$ cat src/sfce_pkg.sv
package sfce_pkg;

    localparam logic [15:0] CRC_POLY  = 16'h39B7;
    localparam logic [15:0] TAB1_BASE = 16'h39B7;
    localparam logic [15:0] TAB2_BASE = 16'h7648;

    typedef struct packed {
        logic        first_word;
        logic        last_word;
        logic        send_mode;
        logic [7:0]  command_byte;
        logic [15:0] connection_id;
        logic [15:0] sequence_in;
        logic [15:0] start_crc;
        logic [15:0] previous_crc;
        logic [15:0] data_word;
        logic        single_byte_data;
        logic [15:0] received_crc;
    } in_item_t;

    typedef struct packed {
        logic [15:0] crc_value;
        logic [15:0] sequence_out;
        logic        crc_ok;
        logic        frame_done;
    } out_item_t;

    // Byte source for one CRC step
    typedef enum logic [2:0] {
        SRC_SCRC_LO, SRC_SCRC_HI, SRC_CONN_LO, SRC_CONN_HI,
        SRC_SEQ_LO, SRC_SEQ_HI, SRC_CMD, SRC_IDX_LO
    } byte_src_t;

    typedef struct packed {
        logic      load_item;    // capture input item
        logic      clear_crc;    // crc <= 0
        logic      seed_common;  // crc <= common header crc
        logic      step;         // advance crc by one byte
        byte_src_t src;
        logic      use_data;     // byte comes from data word
        logic      data_hi;
        logic      idx_hi;       // with SRC_IDX_LO selects index high byte
        logic      save_common;  // common <= crc
        logic      step_seq;     // sequence <= next sequence
        logic      finish_first; // latch first-word results
        logic      finish_later; // latch later-word results
        logic      set_fail;
    } dp_cmd_t;

    typedef struct packed {
        logic first_word;
        logic single;
        logic mode_send;   // send mode of the captured first word
        logic frame_send;  // latched frame mode
        logic crc_eq_prev;
        logic crc_eq_rcv;
    } dp_status_t;

    function automatic logic [15:0] gf_mul(input logic [15:0] base, input logic [7:0] v);
        logic [15:0] r;
        r = '0;
        for (int b = 7; b >= 0; b--) begin
            r = {r[14:0], 1'b0} ^ (r[15] ? CRC_POLY : 16'h0000) ^ (v[b] ? base : 16'h0000);
        end
        return r;
    endfunction

    function automatic logic [15:0] crc_byte(input logic [15:0] crc, input logic [7:0] d);
        logic [15:0] w;
        w = gf_mul(TAB1_BASE, crc[15:8]) ^ gf_mul(TAB2_BASE, d);
        return {w[15:8] ^ crc[7:0], w[7:0]};
    endfunction

    function automatic logic [15:0] next_seq(input logic [15:0] s);
        logic [15:0] t;
        t = s + 16'd1;
        return (t == 16'd0) ? 16'd1 : t;
    endfunction

endpackage

$ cat src/sfce_datapath.sv
module sfce_datapath
    import sfce_pkg::*;
(
    input  logic       clk,
    input  logic       rst_n,
    input  in_item_t   in_item,
    input  dp_cmd_t    cmd,
    output dp_status_t status,
    output out_item_t  result
);

    in_item_t    item_reg;
    logic [15:0] crc_reg;
    logic [15:0] common_reg;
    logic [15:0] seq_reg;
    logic [15:0] index_reg;
    logic        fail_reg;
    logic        send_reg;
    logic [15:0] frame_seq_reg;
    logic [15:0] res_crc_reg;
    logic [7:0]  byte_sel;
    logic [15:0] crc_next;

    // Select the byte for this step
    always_comb
    begin
        if (cmd.use_data)
            byte_sel = cmd.data_hi ? item_reg.data_word[15:8] : item_reg.data_word[7:0];
        else
        begin
            case (cmd.src)
                SRC_SCRC_LO: byte_sel = item_reg.start_crc[7:0];
                SRC_SCRC_HI: byte_sel = item_reg.start_crc[15:8];
                SRC_CONN_LO: byte_sel = item_reg.connection_id[7:0];
                SRC_CONN_HI: byte_sel = item_reg.connection_id[15:8];
                SRC_SEQ_LO:  byte_sel = seq_reg[7:0];
                SRC_SEQ_HI:  byte_sel = seq_reg[15:8];
                SRC_CMD:     byte_sel = item_reg.command_byte;
                SRC_IDX_LO:  byte_sel = cmd.idx_hi ? index_reg[15:8] : index_reg[7:0];
                default:     byte_sel = 8'h00;
            endcase
        end
    end

    always_comb
    begin
        crc_next = crc_reg;
        if (cmd.clear_crc)
            crc_next = 16'h0000;
        else if (cmd.seed_common)
            crc_next = common_reg;
        else if (cmd.step)
            crc_next = crc_byte(crc_reg, byte_sel);
    end

    // Payload registers
    always_ff @(posedge clk)
    begin
        if (cmd.load_item)
            item_reg <= in_item;
        crc_reg <= crc_next;
    end

    // Frame state
    always_ff @(posedge clk or negedge rst_n)
    begin
        if (!rst_n)
        begin
            common_reg    <= 16'h0000;
            seq_reg       <= 16'h0001;
            index_reg     <= 16'h0000;
            fail_reg      <= 1'b0;
            send_reg      <= 1'b0;
            frame_seq_reg <= 16'h0001;
            res_crc_reg   <= 16'h0000;
        end
        else
        begin
            if (cmd.load_item && in_item.first_word)
                seq_reg <= in_item.sequence_in;
            else if (cmd.step_seq)
                seq_reg <= next_seq(seq_reg);
            if (cmd.save_common)
                common_reg <= crc_reg;
            if (cmd.finish_first)
            begin
                send_reg      <= item_reg.send_mode;
                fail_reg      <= cmd.set_fail;
                frame_seq_reg <= seq_reg;
                index_reg     <= 16'd1;
                res_crc_reg   <= crc_reg;
            end
            else if (cmd.finish_later)
            begin
                if (cmd.set_fail)
                    fail_reg <= 1'b1;
                index_reg   <= index_reg + 16'd1;
                res_crc_reg <= crc_reg;
            end
        end
    end

    assign status.first_word  = item_reg.first_word;
    assign status.single      = item_reg.single_byte_data;
    assign status.mode_send   = item_reg.send_mode;
    assign status.frame_send  = send_reg;
    assign status.crc_eq_prev = (crc_reg == item_reg.previous_crc);
    assign status.crc_eq_rcv  = (crc_reg == item_reg.received_crc);

    assign result.crc_value    = res_crc_reg;
    assign result.sequence_out = frame_seq_reg;
    assign result.crc_ok       = send_reg | ~fail_reg;
    assign result.frame_done   = item_reg.last_word;

endmodule

$ cat src/sfce_control.sv
module sfce_control
    import sfce_pkg::*;
(
    input  logic       clk,
    input  logic       rst_n,
    input  logic       in_valid,
    output logic       in_ready,
    output logic       out_valid,
    input  logic       out_ready,
    input  dp_status_t status,
    output dp_cmd_t    cmd
);

    typedef enum logic [4:0] {
        ST_IDLE  = 5'b00001,
        ST_HDR   = 5'b00010,
        ST_DATA  = 5'b00100,
        ST_DECIDE = 5'b01000,
        ST_OUT   = 5'b10000
    } state_t;

    state_t     state_reg, state_next;
    logic [2:0] cnt_reg, cnt_next;   // byte step within a phase
    logic [1:0] tries_reg, tries_next;

    // Header byte order: start crc, connection id, sequence, command
    function automatic byte_src_t hdr_src(input logic [2:0] n);
        byte_src_t s;
        case (n)
            3'd0:    s = SRC_SCRC_LO;
            3'd1:    s = SRC_SCRC_HI;
            3'd2:    s = SRC_CONN_LO;
            3'd3:    s = SRC_CONN_HI;
            3'd4:    s = SRC_SEQ_LO;
            3'd5:    s = SRC_SEQ_HI;
            default: s = SRC_CMD;
        endcase
        return s;
    endfunction

    always_comb
    begin
        state_next = state_reg;
        cnt_next   = cnt_reg;
        tries_next = tries_reg;
        cmd        = '0;
        cmd.src    = SRC_CMD;
        in_ready   = (state_reg == ST_IDLE) || (state_reg == ST_OUT && out_ready);
        out_valid  = (state_reg == ST_OUT);
        case (state_reg)
            ST_IDLE, ST_OUT:
            begin
                if (out_valid && out_ready)
                    state_next = ST_IDLE;
                if (in_valid && in_ready)
                begin
                    cmd.load_item = 1'b1;
                    cnt_next      = 3'd0;
                    tries_next    = 2'd0;
                    state_next    = ST_HDR;
                end
            end
            ST_HDR:
            begin
                // first word: clear then seven header bytes; later: seed, two index bytes
                if (status.first_word)
                begin
                    if (cnt_reg == 3'd0)
                    begin
                        cmd.clear_crc = 1'b1;
                        cnt_next      = 3'd1;
                    end
                    else
                    begin
                        cmd.step = 1'b1;
                        cmd.src  = hdr_src(cnt_reg - 3'd1);
                        cnt_next = cnt_reg + 3'd1;
                        if (cnt_reg == 3'd7)
                        begin
                            cnt_next   = 3'd0;
                            state_next = ST_DATA;
                        end
                    end
                end
                else
                begin
                    if (cnt_reg == 3'd0)
                    begin
                        cmd.seed_common = 1'b1;
                        cnt_next        = 3'd1;
                    end
                    else
                    begin
                        cmd.step   = 1'b1;
                        cmd.src    = SRC_IDX_LO;
                        cmd.idx_hi = (cnt_reg == 3'd2);
                        cnt_next   = cnt_reg + 3'd1;
                        if (cnt_reg == 3'd2)
                        begin
                            cnt_next   = 3'd0;
                            state_next = ST_DATA;
                        end
                    end
                end
            end
            ST_DATA:
            begin
                if (cnt_reg == 3'd0 && status.first_word)
                    cmd.save_common = 1'b1;
                cmd.step     = 1'b1;
                cmd.use_data = 1'b1;
                cmd.data_hi  = cnt_reg[0];
                cnt_next     = cnt_reg + 3'd1;
                if (cnt_reg[0] || (status.first_word && status.single))
                    state_next = ST_DECIDE;
            end
            ST_DECIDE:
            begin
                cnt_next = 3'd0;
                if (!status.first_word)
                begin
                    cmd.finish_later = 1'b1;
                    cmd.set_fail     = !status.frame_send && !status.crc_eq_rcv;
                    state_next       = ST_OUT;
                end
                else if (status.mode_send)
                begin
                    if (!status.crc_eq_prev || tries_reg == 2'd2)
                    begin
                        cmd.finish_first = 1'b1;
                        state_next       = ST_OUT;
                    end
                    else
                    begin
                        cmd.step_seq = 1'b1;
                        tries_next   = tries_reg + 2'd1;
                        state_next   = ST_HDR;
                    end
                end
                else
                begin
                    if (status.crc_eq_rcv || tries_reg == 2'd2)
                    begin
                        cmd.finish_first = 1'b1;
                        cmd.set_fail     = !status.crc_eq_rcv;
                        state_next       = ST_OUT;
                    end
                    else
                    begin
                        cmd.step_seq = 1'b1;
                        tries_next   = tries_reg + 2'd1;
                        state_next   = ST_HDR;
                    end
                end
            end
            default: state_next = ST_IDLE;
        endcase
    end

    always_ff @(posedge clk or negedge rst_n)
    begin
        if (!rst_n)
        begin
            state_reg <= ST_IDLE;
            cnt_reg   <= 3'd0;
            tries_reg <= 2'd0;
        end
        else
        begin
            state_reg <= state_next;
            cnt_reg   <= cnt_next;
            tries_reg <= tries_next;
        end
    end

`ifndef ASSERT_OFF
    // No more than three header passes per first word
    a_tries: assert property (@(posedge clk) disable iff (!rst_n)
        state_reg == ST_DECIDE |-> tries_reg != 2'd3)
        else $error("retry count overran");
    // A result is produced only from the decide step
    a_out: assert property (@(posedge clk) disable iff (!rst_n)
        $rose(out_valid) |-> $past(state_reg) == ST_DECIDE)
        else $error("result without decision");
    // Input is never taken in the middle of a computation
    a_busy: assert property (@(posedge clk) disable iff (!rst_n)
        (state_reg == ST_HDR || state_reg == ST_DATA || state_reg == ST_DECIDE) |-> !in_ready)
        else $error("input accepted while busy");
`endif

endmodule

$ cat src/safety_frame_crc_engine_top.sv
// Channel | Handshake             | Payload
// in      | in_valid / in_ready   | in_item  (in_item_t)
// out     | out_valid / out_ready | out_item (out_item_t)
//
// One byte of CRC per cycle through the shared table step.
// Later word: seed, 2 index bytes, 2 data bytes, decide, out.
// First word: each header pass is clear, 7 header bytes, 1 or 2 data bytes and decide;
// up to three passes, then the output state.
// Asynchronous active-low reset clears frame state and the controller.
// A new item is accepted in the cycle its predecessor's result transfers.
module safety_frame_crc_engine_top
    import sfce_pkg::*;
(
    input  logic      clk,
    input  logic      rst_n,
    input  logic      in_valid,
    output logic      in_ready,
    input  in_item_t  in_item,
    output logic      out_valid,
    input  logic      out_ready,
    output out_item_t out_item
);

    dp_cmd_t    cmd;
    dp_status_t status;

    sfce_control u_control (
        .clk       (clk),
        .rst_n     (rst_n),
        .in_valid  (in_valid),
        .in_ready  (in_ready),
        .out_valid (out_valid),
        .out_ready (out_ready),
        .status    (status),
        .cmd       (cmd)
    );

    sfce_datapath u_datapath (
        .clk     (clk),
        .rst_n   (rst_n),
        .in_item (in_item),
        .cmd     (cmd),
        .status  (status),
        .result  (out_item)
    );

endmodule

$ cat config.mk
export PLATFORM = sky130hd
export DESIGN_NAME = safety_frame_crc_engine_top
export DESIGN_NICKNAME = d
export VERILOG_FILES = /design/src/sfce_pkg.sv /design/src/sfce_datapath.sv /design/src/sfce_control.sv /design/src/safety_frame_crc_engine_top.sv
export SDC_FILE = /design/constraint.sdc
export NUM_CORES = 1
export LEC_CHECK = 0
export BUFFER_PORTS_ARGS = -buffer_cell sky130_fd_sc_hd__buf_4
export CORE_AREA = 2 2 145 175
export DETAILED_ROUTE_END_ITERATION = 10
export DIE_AREA = 0 0 147 177
export PLACE_DENSITY = 0.66
export SETUP_SLACK_MARGIN = 0.5
export SKIP_CTS_REPAIR_TIMING = 1
export SLEW_MARGIN = 15
export SYNTH_ARGS = -nofsm -noshare
export SYNTH_HDL_FRONTEND = slang
export SYNTH_HIERARCHICAL = 1
export SYNTH_SLANG_ARGS = --single-unit
$ cat constraint.sdc
create_clock -name clk -period 10.26 [get_ports clk]
set_input_delay 0.513 -clock clk [delete_from_list [all_inputs] [get_ports clk]]
set_output_delay 0.513 -clock clk [all_outputs]
set_load 0.05 [all_outputs]
==> metrics.md, run 1 <==
| Metric | Value |
|---|---|
| Status | `finished, violations left` |
| Failing checks | `hold timing` |
| Max Slew Vio Count | `0` |
| Sequential Power Share | `0.401` |
| Top cells by area, synth | `edfxtp_1 27%, dfrtp_1 22%, xnor2_1 7.5%, mux2_2 5.7%, xor2_1 3.7%` |
| Synth Cell Area | `around 10000 um2` |
| Top FF cell, synth | `edfxtp_1` |
| WP data required | `between 10 and 15 ns` |
| Most common cell after layout, fill and taps aside | `buf_4` |
| Clk sinks | `200` |
| Critical path type | `reg2reg` |
| Final non-filler cell total | `around 1300` |
| Comb power frac | `0.397` |
| Max clock buf depth | `2` |
| Setup-failing EPs final | `0` |
| I/O pin total | `roughly 150` |
| Detailed-route via count | `6777` |
| Site Rows | `63` |
| Cell-internal power | `about 0.0019 W` |
| Hold slack | `-0.00978 ns` |
| Switch share | `0.367` |
| Max reg flops | `88` |
| Area Overhead vs Synth | `17.5%` |
| CTS Buf Count | `17` |
| Slowest CP cell | `nand2_1` |
| Yosys top cell area share | `0.275` |
| IO buf count | `around 150` |
| Critical Path Most Common Cell | `ha_1` |
| Routed WL | `between 20000 and 25000 um` |
| Clock latency on the worst-skew pair | `approximately 0.44 ns` |
| Clock Power Share | `0.201` |
| Mean post-synth cell area | `11.8 um2` |
| Leakage | `just under 5 nW` |
| Vias in the first global route | `between 6000 and 7000` |
| Synthesized flop and latch total | `200` |
| Nets | `1083` |
| Via density | `~5.2` |
| Drt drc | `0` |
| Largest net degree at the start of global routing | `between 70 and 80` |
| Initial Util | `0.411` |
| HP Class | `in2async` |
| Fraction of layout cells with a size suffix above 1 | `0.269` |
| Register area share after synthesis | `0.536` |
| Worst EP arrival | `~4.8 ns` |
| Mean routed wirelength per cell | `18.6 um` |
| Reg clk slew, reported paths | `0.07 ns` |
| Fin crit period | `4.50 ns` |
| Initial antenna violation count | `0` |
| Die ar. | `between 20000 and 30000 um2` |
| Routability cong. | `a little under 0.9` |
| Slew margin rel. | `0.283` |
| Max Cap Viol | `0` |
| Post-Synthesis Cells | `~850` |
| Synth cell types | `75` |
| Grt ovf | `0` |
| Finished layout cell area | `roughly 12000 um2` |
| Critical Path Max Stage Delay | `approximately 0.6 ns` |
| Asr flop ratio synth | `0.460` |
| Max rail drop VDD | `approximately 0.12 mV` |
| Yosys warnings | `6` |
| CTS tree | `built` |
| Tightest Pin Transition | `approximately 1.1 ns` |
| Hpwl dp | `17800 um` |
| Post-Place Cells | `1265` |
| First-pass DRT Iterations | `5` |
| First-pass GRT wire length | `around 38000 um` |
| Number of synthesized flops with an enable pin | `92` |
| Pwr dens | `roughly 250 nW/um2` |
| Commonest non-fill, non-tap cells in the layout | `155 x buf_4, 92 x edfxtp_1, 89 x dfrtp_1, 86 x xnor2_1, 56 x nand2_1` |
| Clock skew | `between 0.015 and 0.02 ns` |
| Critical Path, Cell by Cell | `inv_1 -> ha_1 -> ha_1 -> nor2b_1 -> o41ai_1 -> nor2_1 -> nand2_1 -> nand3_1 -> o32ai_1 -> a211oi_1 -> a21oi_2 -> xor2_2 -> xnor3_2 -> xnor3_1 -> xnor2_1 -> o22ai_1` |
| Setup_tns | `0 ns` |
| Crit path max fanout | `24` |
| Root Driver | `clkbuf_16` |
| CP endpoint kind | `flip-flop` |
| DP Area | `about 11000 um2` |
| RSZ-0062 raised after global routing | `no` |
| CORE AREA | `about 24000 um2` |
| H-tree levels | `4` |
| DIE WIDTH | `between 100 and 150 um` |
| DIE HEIGHT | `~180 um` |
| Final Hold Vio Count | `24` |
| Ant. Diodes | `0` |
| Total track usage | `0.188` |
| Part of the cycle the worst path needs | `0.439` |
| Drt initial violations | `between 500 and 600` |
| Max Clock Freq | `between 200 and 250 MHz` |
| Routed Antenna Nets | `0` |
| Worst Setup Start Kind | `flip-flop` |
| NetSw | `0.00110 W` |
| Synthesized Nets | `roughly 1000` |
| Post-synth top area cell | `edfxtp_1` |
==> metal layers <==
| layer | vias to the layer above | part of all wire | global-route usage |
|---|---|---|---|
| met4 | 0 | 0.024 | 0.0677 |
| met3 | 32 | 0.051 | 0.0387 |
| met2 | 211 | 0.50 | 0.321 |
| li1 | 3211 | - | - |
| met1 | 3323 | 0.43 | 0.237 |
| met5 | - | 0 | 0 |
==> synth_stat cells (4+ instances only) <==
master,number
a211oi_1,8
a21oi_1,25
a22o_1,4
a31oi_1,7
and2_1,6
and3_1,18
and4_1,4
buf_1,5
buf_2,7
buf_4,10
clkbuf_1,36
dfrtp_1,89
dfxtp_1,16
edfxtp_1,92
ha_1,12
inv_1,20
mux2_1,4
mux2_2,51
mux2i_1,22
mux4_2,4
nand2_1,56
nand2b_1,4
nand3_1,18
nand4_1,20
nor2_1,55
nor2b_1,7
nor3_1,5
nor3b_1,4
nor4_1,5
o21ai_0,29
o21ai_1,5
o21bai_1,4
o22ai_1,10
or3_1,4
xnor2_1,86
xor2_1,42
==> per-stage QoR <==
stage,power (W),setup WS [ns],utilization
floorplan,0.00213,6.08,-
global placement,0.00240,5.89,0.462
detailed placement,0.00240,5.81,0.462
CTS,0.00301,5.77,0.483
global route,0.00317,5.34,0.483
finish,0.00300,5.76,0.483
==> final cells by class <==
cell class	instances	area (um2)
fill	2248	12600
sequential	200	5390
tap	325	407
timing repair buffer	155	1160
clock inverter	12	77.6
clock buffer	20	437
multi-input combinational	564	4250
inverter	21	78.8
==> worst max-delay path: cells and delay by family, from the launching register on <==
family / cells / cell delay [ns]
xor gates and xnor gates: 4 / 1.32
adders and majority gates: 2 / 0.52
AOI/OAI and AO/OA: 5 / 0.95
buffers and inverters: 1 / 0.13
and+or+nand+nor: 4 / 0.99
DFF: 1 / 0.46
==> worst paths after layout <==
check                                        from                         to  slack [ns]  depth (start not counted)
min in group clk                      in_item[51]    u_datapath/item_reg[51]        0.25                          1
max in group asynchronous                   rst_n      u_datapath/seq_reg[6]        9.06                          2
hold / removal                              rst_n  u_datapath/res_crc_reg[0]       -0.01                          1
setup / recovery             u_control/cnt_reg[0]      u_datapath/crc_reg[7]        5.76                         16
hold reg to reg            u_control/tries_reg[1]     u_control/tries_reg[1]        0.50                          1
setup reg to reg             u_control/cnt_reg[0]      u_datapath/crc_reg[7]        5.76                         16
==> logic make-up (layout without fill, tap and decap cells) <==
kind of cell | Yosys count | count (layout) | share of synthesized area
buffers and inverters | 85 | 208 | 0.0412
multiplexers | 82 | 82 | 0.0939
XOR/XNOR | 134 | 134 | 0.124
adder cells (fa/ha/maj) | 12 | 12 | 0.0149
AO/OA/AOI/OAI | 124 | 124 | 0.0853
AND/OR/NAND/NOR | 212 | 212 | 0.104
flip-flops | 200 | 200 | 0.536
==> power by group through the flow <==
stage          registers, W  logic [W]  clock network, W
6_report            0.00120    0.00119          0.000604
2_1_floorplan       0.00108    0.00105                 0
3_3_place_gp        0.00122    0.00118                 0
3_5_place_dp        0.00122    0.00118                 0
4_1_cts             0.00120    0.00119          0.000617
5_1_grt             0.00122    0.00130          0.000650
Power figures use the tool's default switching activity.
==> run 2: changes to the inputs <==
--- a/config.mk
+++ b/config.mk
@@ -9,7 +9,7 @@
 export CORE_AREA = 2 2 145 175
 export DETAILED_ROUTE_END_ITERATION = 10
 export DIE_AREA = 0 0 147 177
-export PLACE_DENSITY = 0.66
+export PLACE_DENSITY = 0.68
 export SETUP_SLACK_MARGIN = 0.5
 export SKIP_CTS_REPAIR_TIMING = 1
 export SLEW_MARGIN = 15
==> constraint.sdc (replaced) <==
create_clock -name clk -period 4 [get_ports clk]
set_input_delay 0.2 -clock clk [delete_from_list [all_inputs] [get_ports clk]]
set_output_delay 0.2 -clock clk [all_outputs]
set_load 0.05 [all_outputs]
==> run 2 against run 1 <==
  * The flow still finishes with violations (hold timing)
  * Final cell count grew 12%
  * Register-to-register slack got worse by 5.4 ns
  * First-iteration DRC count shrank 4.7%
  * Design area increased by 15%
  * Critical path depth unchanged
  * Sequential power grew 150%
  * Wire length is 10% higher
  * Worst hold slack worse by 0.0043 ns
  * Largest power group is now combinational logic
==> metrics.md, run 2 (synthesized netlist as in run 1, its figures left out) <==
| Metric | Value |
|---|---|
| Ant. Diodes | `0 (unchanged)` |
| Drt drc | `0 (unchanged)` |
| Fin crit period | `3.63 ns (was 4.50 ns)` |
| Hpwl dp | `18200 um (was 17800 um)` |
| RSZ-0062 raised after global routing | `yes (was no)` |
| Fraction of layout cells with a size suffix above 1 | `0.317 (was 0.269)` |
| Worst Hold Endpoint | `u_datapath/seq_reg[5]` |
| Clock skew | `0.0143 ns (was 0.0156 ns)` |
| DP Area | `11500 um2 (was 11300 um2)` |
| Initial antenna violation count | `0 (unchanged)` |
| Via density | `5.15 (was 5.23)` |
| DIE HEIGHT | `177 um (unchanged)` |
| HP Class | `in2reg (was in2async)` |
| Slowest CP cell | `xnor3_2 (was nand2_1)` |
| Root Driver | `clkbuf_16 (unchanged)` |
| Nets | `1234 (was 1083)` |
| Worst slack at placement | `0.134 ns (was 5.81 ns)` |
| Initial Util | `0.411 (unchanged)` |
| Site Rows | `63 (unchanged)` |
| Grt ovf | `0 (unchanged)` |
| Part of the cycle the worst path needs | `0.907 (was 0.439)` |
| Total track usage | `0.191 (was 0.188)` |
| Critical Path Max Stage Delay | `0.56 ns (was 0.60 ns)` |
| Mean routed wirelength per cell | `18.4 um (was 18.6 um)` |
| Drt initial violations | `510 (was 535)` |
| Worst Setup Start Kind | `flip-flop (unchanged)` |
| WP data required | `4.30 ns (was 10.55 ns)` |
| Reg clk slew, reported paths | `0.07 ns (about the same)` |
| Hold path cells | `3` |
| Max rail drop VDD | `0.461 mV (was 0.119 mV)` |
| Post-Place Cells | `1292 (was 1265)` |
| Leakage | `5.63 nW (was 4.86 nW)` |
| CORE AREA | `24400 um2 (unchanged)` |
| DIE WIDTH | `147 um (unchanged)` |
| Crit path max fanout | `7 (was 24)` |
| Critical path type | `reg2reg (unchanged)` |
| Clock latency on the worst-skew pair | `0.43 ns (was 0.44 ns)` |
| Reg2reg setup slack | `0.37 ns (was 5.76 ns)` |
| IO buf count | `147 (unchanged)` |
| Routed WL | `26600 um (was 24100 um)` |
| Setup_tns | `0 ns (unchanged)` |
| Tightest Pin Transition | `0.889 ns (was 1.07 ns)` |
| CP endpoint kind | `flip-flop (unchanged)` |
| Area Overhead vs Synth | `35.6% (was 17.5%)` |
| Final Hold Vio Count | `3 (was 24)` |
| Max reg flops | `88 (unchanged)` |
| Max Cap Viol | `0 (unchanged)` |
| Max Slew Vio Count | `0 (unchanged)` |
| Routed Antenna Nets | `0 (unchanged)` |
| Detailed-route via count | `7455 (was 6777)` |
| Failing checks | `hold timing (unchanged)` |
| Vias in the first global route | `6992 (was 6776)` |
| Routability cong. | `0.884 (was 0.877)` |
| Clk sinks | `200 (unchanged)` |
| Most common cell after layout, fill and taps aside | `buf_4 (unchanged)` |
| First-pass GRT wire length | `38500 um (was 37600 um)` |
| Die ar. | `26000 um2 (unchanged)` |
| Worst setup margin | `0.370 ns (was 5.76 ns)` |
| Largest net degree at the start of global routing | `75 (was 79)` |
| Finished layout cell area | `13600 um2 (was 11800 um2)` |
| Max Clock Freq | `276 MHz (was 222 MHz)` |
| R2r startpoint | `u_control/cnt_reg[1] (was u_control/cnt_reg[0])` |
| First-pass DRT Iterations | `5 (unchanged)` |
| Hold_sp | `in_item[70]` |
| Slew margin rel. | `0.408 (was 0.283)` |
| Max clock buf depth | `2 (unchanged)` |
| CTS tree | `built (unchanged)` |
| Hold slack | `-0.0141 ns (was -0.00978 ns)` |
| Status | `finished, violations left (unchanged)` |
| Critical Path, Cell by Cell | `inv_2 -> ha_4 -> ha_4 -> nor2b_2 -> o41ai_2 -> nor2_1 -> nand2_2 -> buf_6 -> mux2i_2 -> o22ai_1 -> nor4_1 -> a211o_1 -> xnor3_2 -> xnor3_1 -> xnor2_1 -> o22ai_1 (was inv_1 -> ha_1 -> ha_1 -> nor2b_1 -> o41ai_1 -> nor2_1 -> nand2_1 -> nand3_1 -> o32ai_1 -> a211oi_1 -> a21oi_2 -> xor2_2 -> xnor3_2 -> xnor3_1 -> xnor2_1 -> o22ai_1)` |
| H-tree levels | `4 (unchanged)` |
| Setup-failing EPs final | `0 (unchanged)` |
| Commonest non-fill, non-tap cells in the layout | `193 x buf_4, 105 x dlygate4sd3_1, 92 x edfxtp_1, 89 x dfrtp_1, 79 x xnor2_1 (was 155 x buf_4, 92 x edfxtp_1, 89 x dfrtp_1, 86 x xnor2_1, 56 x nand2_1)` |
| Worst EP arrival | `3.93 ns (was 4.80 ns)` |
| R2R depth | `16 (unchanged)` |
| Pwr dens | `616 nW/um2 (was 254 nW/um2)` |
| CTS Buf Count | `17 (unchanged)` |
| Final non-filler cell total | `1448 (was 1297)` |
| R2R Path End | `u_datapath/crc_reg[5] (was u_datapath/crc_reg[7])` |
| I/O pin total | `148 (unchanged)` |
[run 2: cell count changes in the layout (fill, tap and decap cells not counted), sizes merged]
cell	before	now
clkinvlp	2	5
dlygate4sd3	0	105
inv	24	27
clkinv	7	4
clkbuf	20	18
buf	155	200
[run 2: per-stage QoR]
stage | total power, W | util
floorplan | 0.00551 | -
global placement | 0.00627 | 0.472
CTS | 0.00794 | 0.494
global route | 0.00883 | 0.558
detailed placement | 0.00633 | 0.472
finish | 0.00839 | 0.558
[run 2: area by class of cell]
| type | count | area, um2 |
|---|---|---|
| Sequential cell | 200 | 5390 |
| Timing Repair Buffer | 306 | 2640 |
| Inverter | 21 | 78.8 |
| Tap cell | 325 | 407 |
| Fill cell | 2018 | 10800 |
| Clock inverter | 15 | 116 |
| Multi-Input combinational cell | 564 | 4570 |
| Clock buffer | 17 | 425 |
[run 2: worst max path at each step]
stage	start	endpoint	slack (ns)
after CTS	u_control/cnt_reg[1]	u_datapath/crc_reg[5]	0.12
after global routing	u_control/cnt_reg[1]	u_datapath/crc_reg[14]	0.23
after detailed placement	u_control/cnt_reg[1]	u_datapath/crc_reg[5]	0.13
final	u_control/cnt_reg[1]	u_datapath/crc_reg[5]	0.37
after floorplan	u_control/state_reg[3]	u_datapath/seq_reg[0]	-0.06
after global placement	u_control/cnt_reg[1]	u_datapath/crc_reg[5]	0.29
[run 2: power breakdown]
part	switching (W)	leakage, nW	internal, W	total, W
logic	0.00189	3.14	0.00190	0.00379
registers	0.000417	2.24	0.00257	0.00299
clock network	0.000799	0.254	0.000808	0.00161
[run 2: worst max-delay path: cells and delay by family, from the launching register on]
family / cells / cell delay, ns
adders and majority gates: 2 / 0.43
muxes: 1 / 0.22
and+or+nand+nor: 4 / 0.49
DFF: 1 / 0.39
xor gates and xnor gates: 3 / 1.02
buffers and inverters: 2 / 0.24
AOI/OAI and AO/OA: 4 / 0.71
[run 2: metal layers]
layer,part of all wire,vias up,global-route usage
met5,0,-,0
met4,0.017,0,0.0509
met3,0.049,29,0.0415
met2,0.52,248,0.331
met1,0.41,3660,0.245
li1,-,3518,-
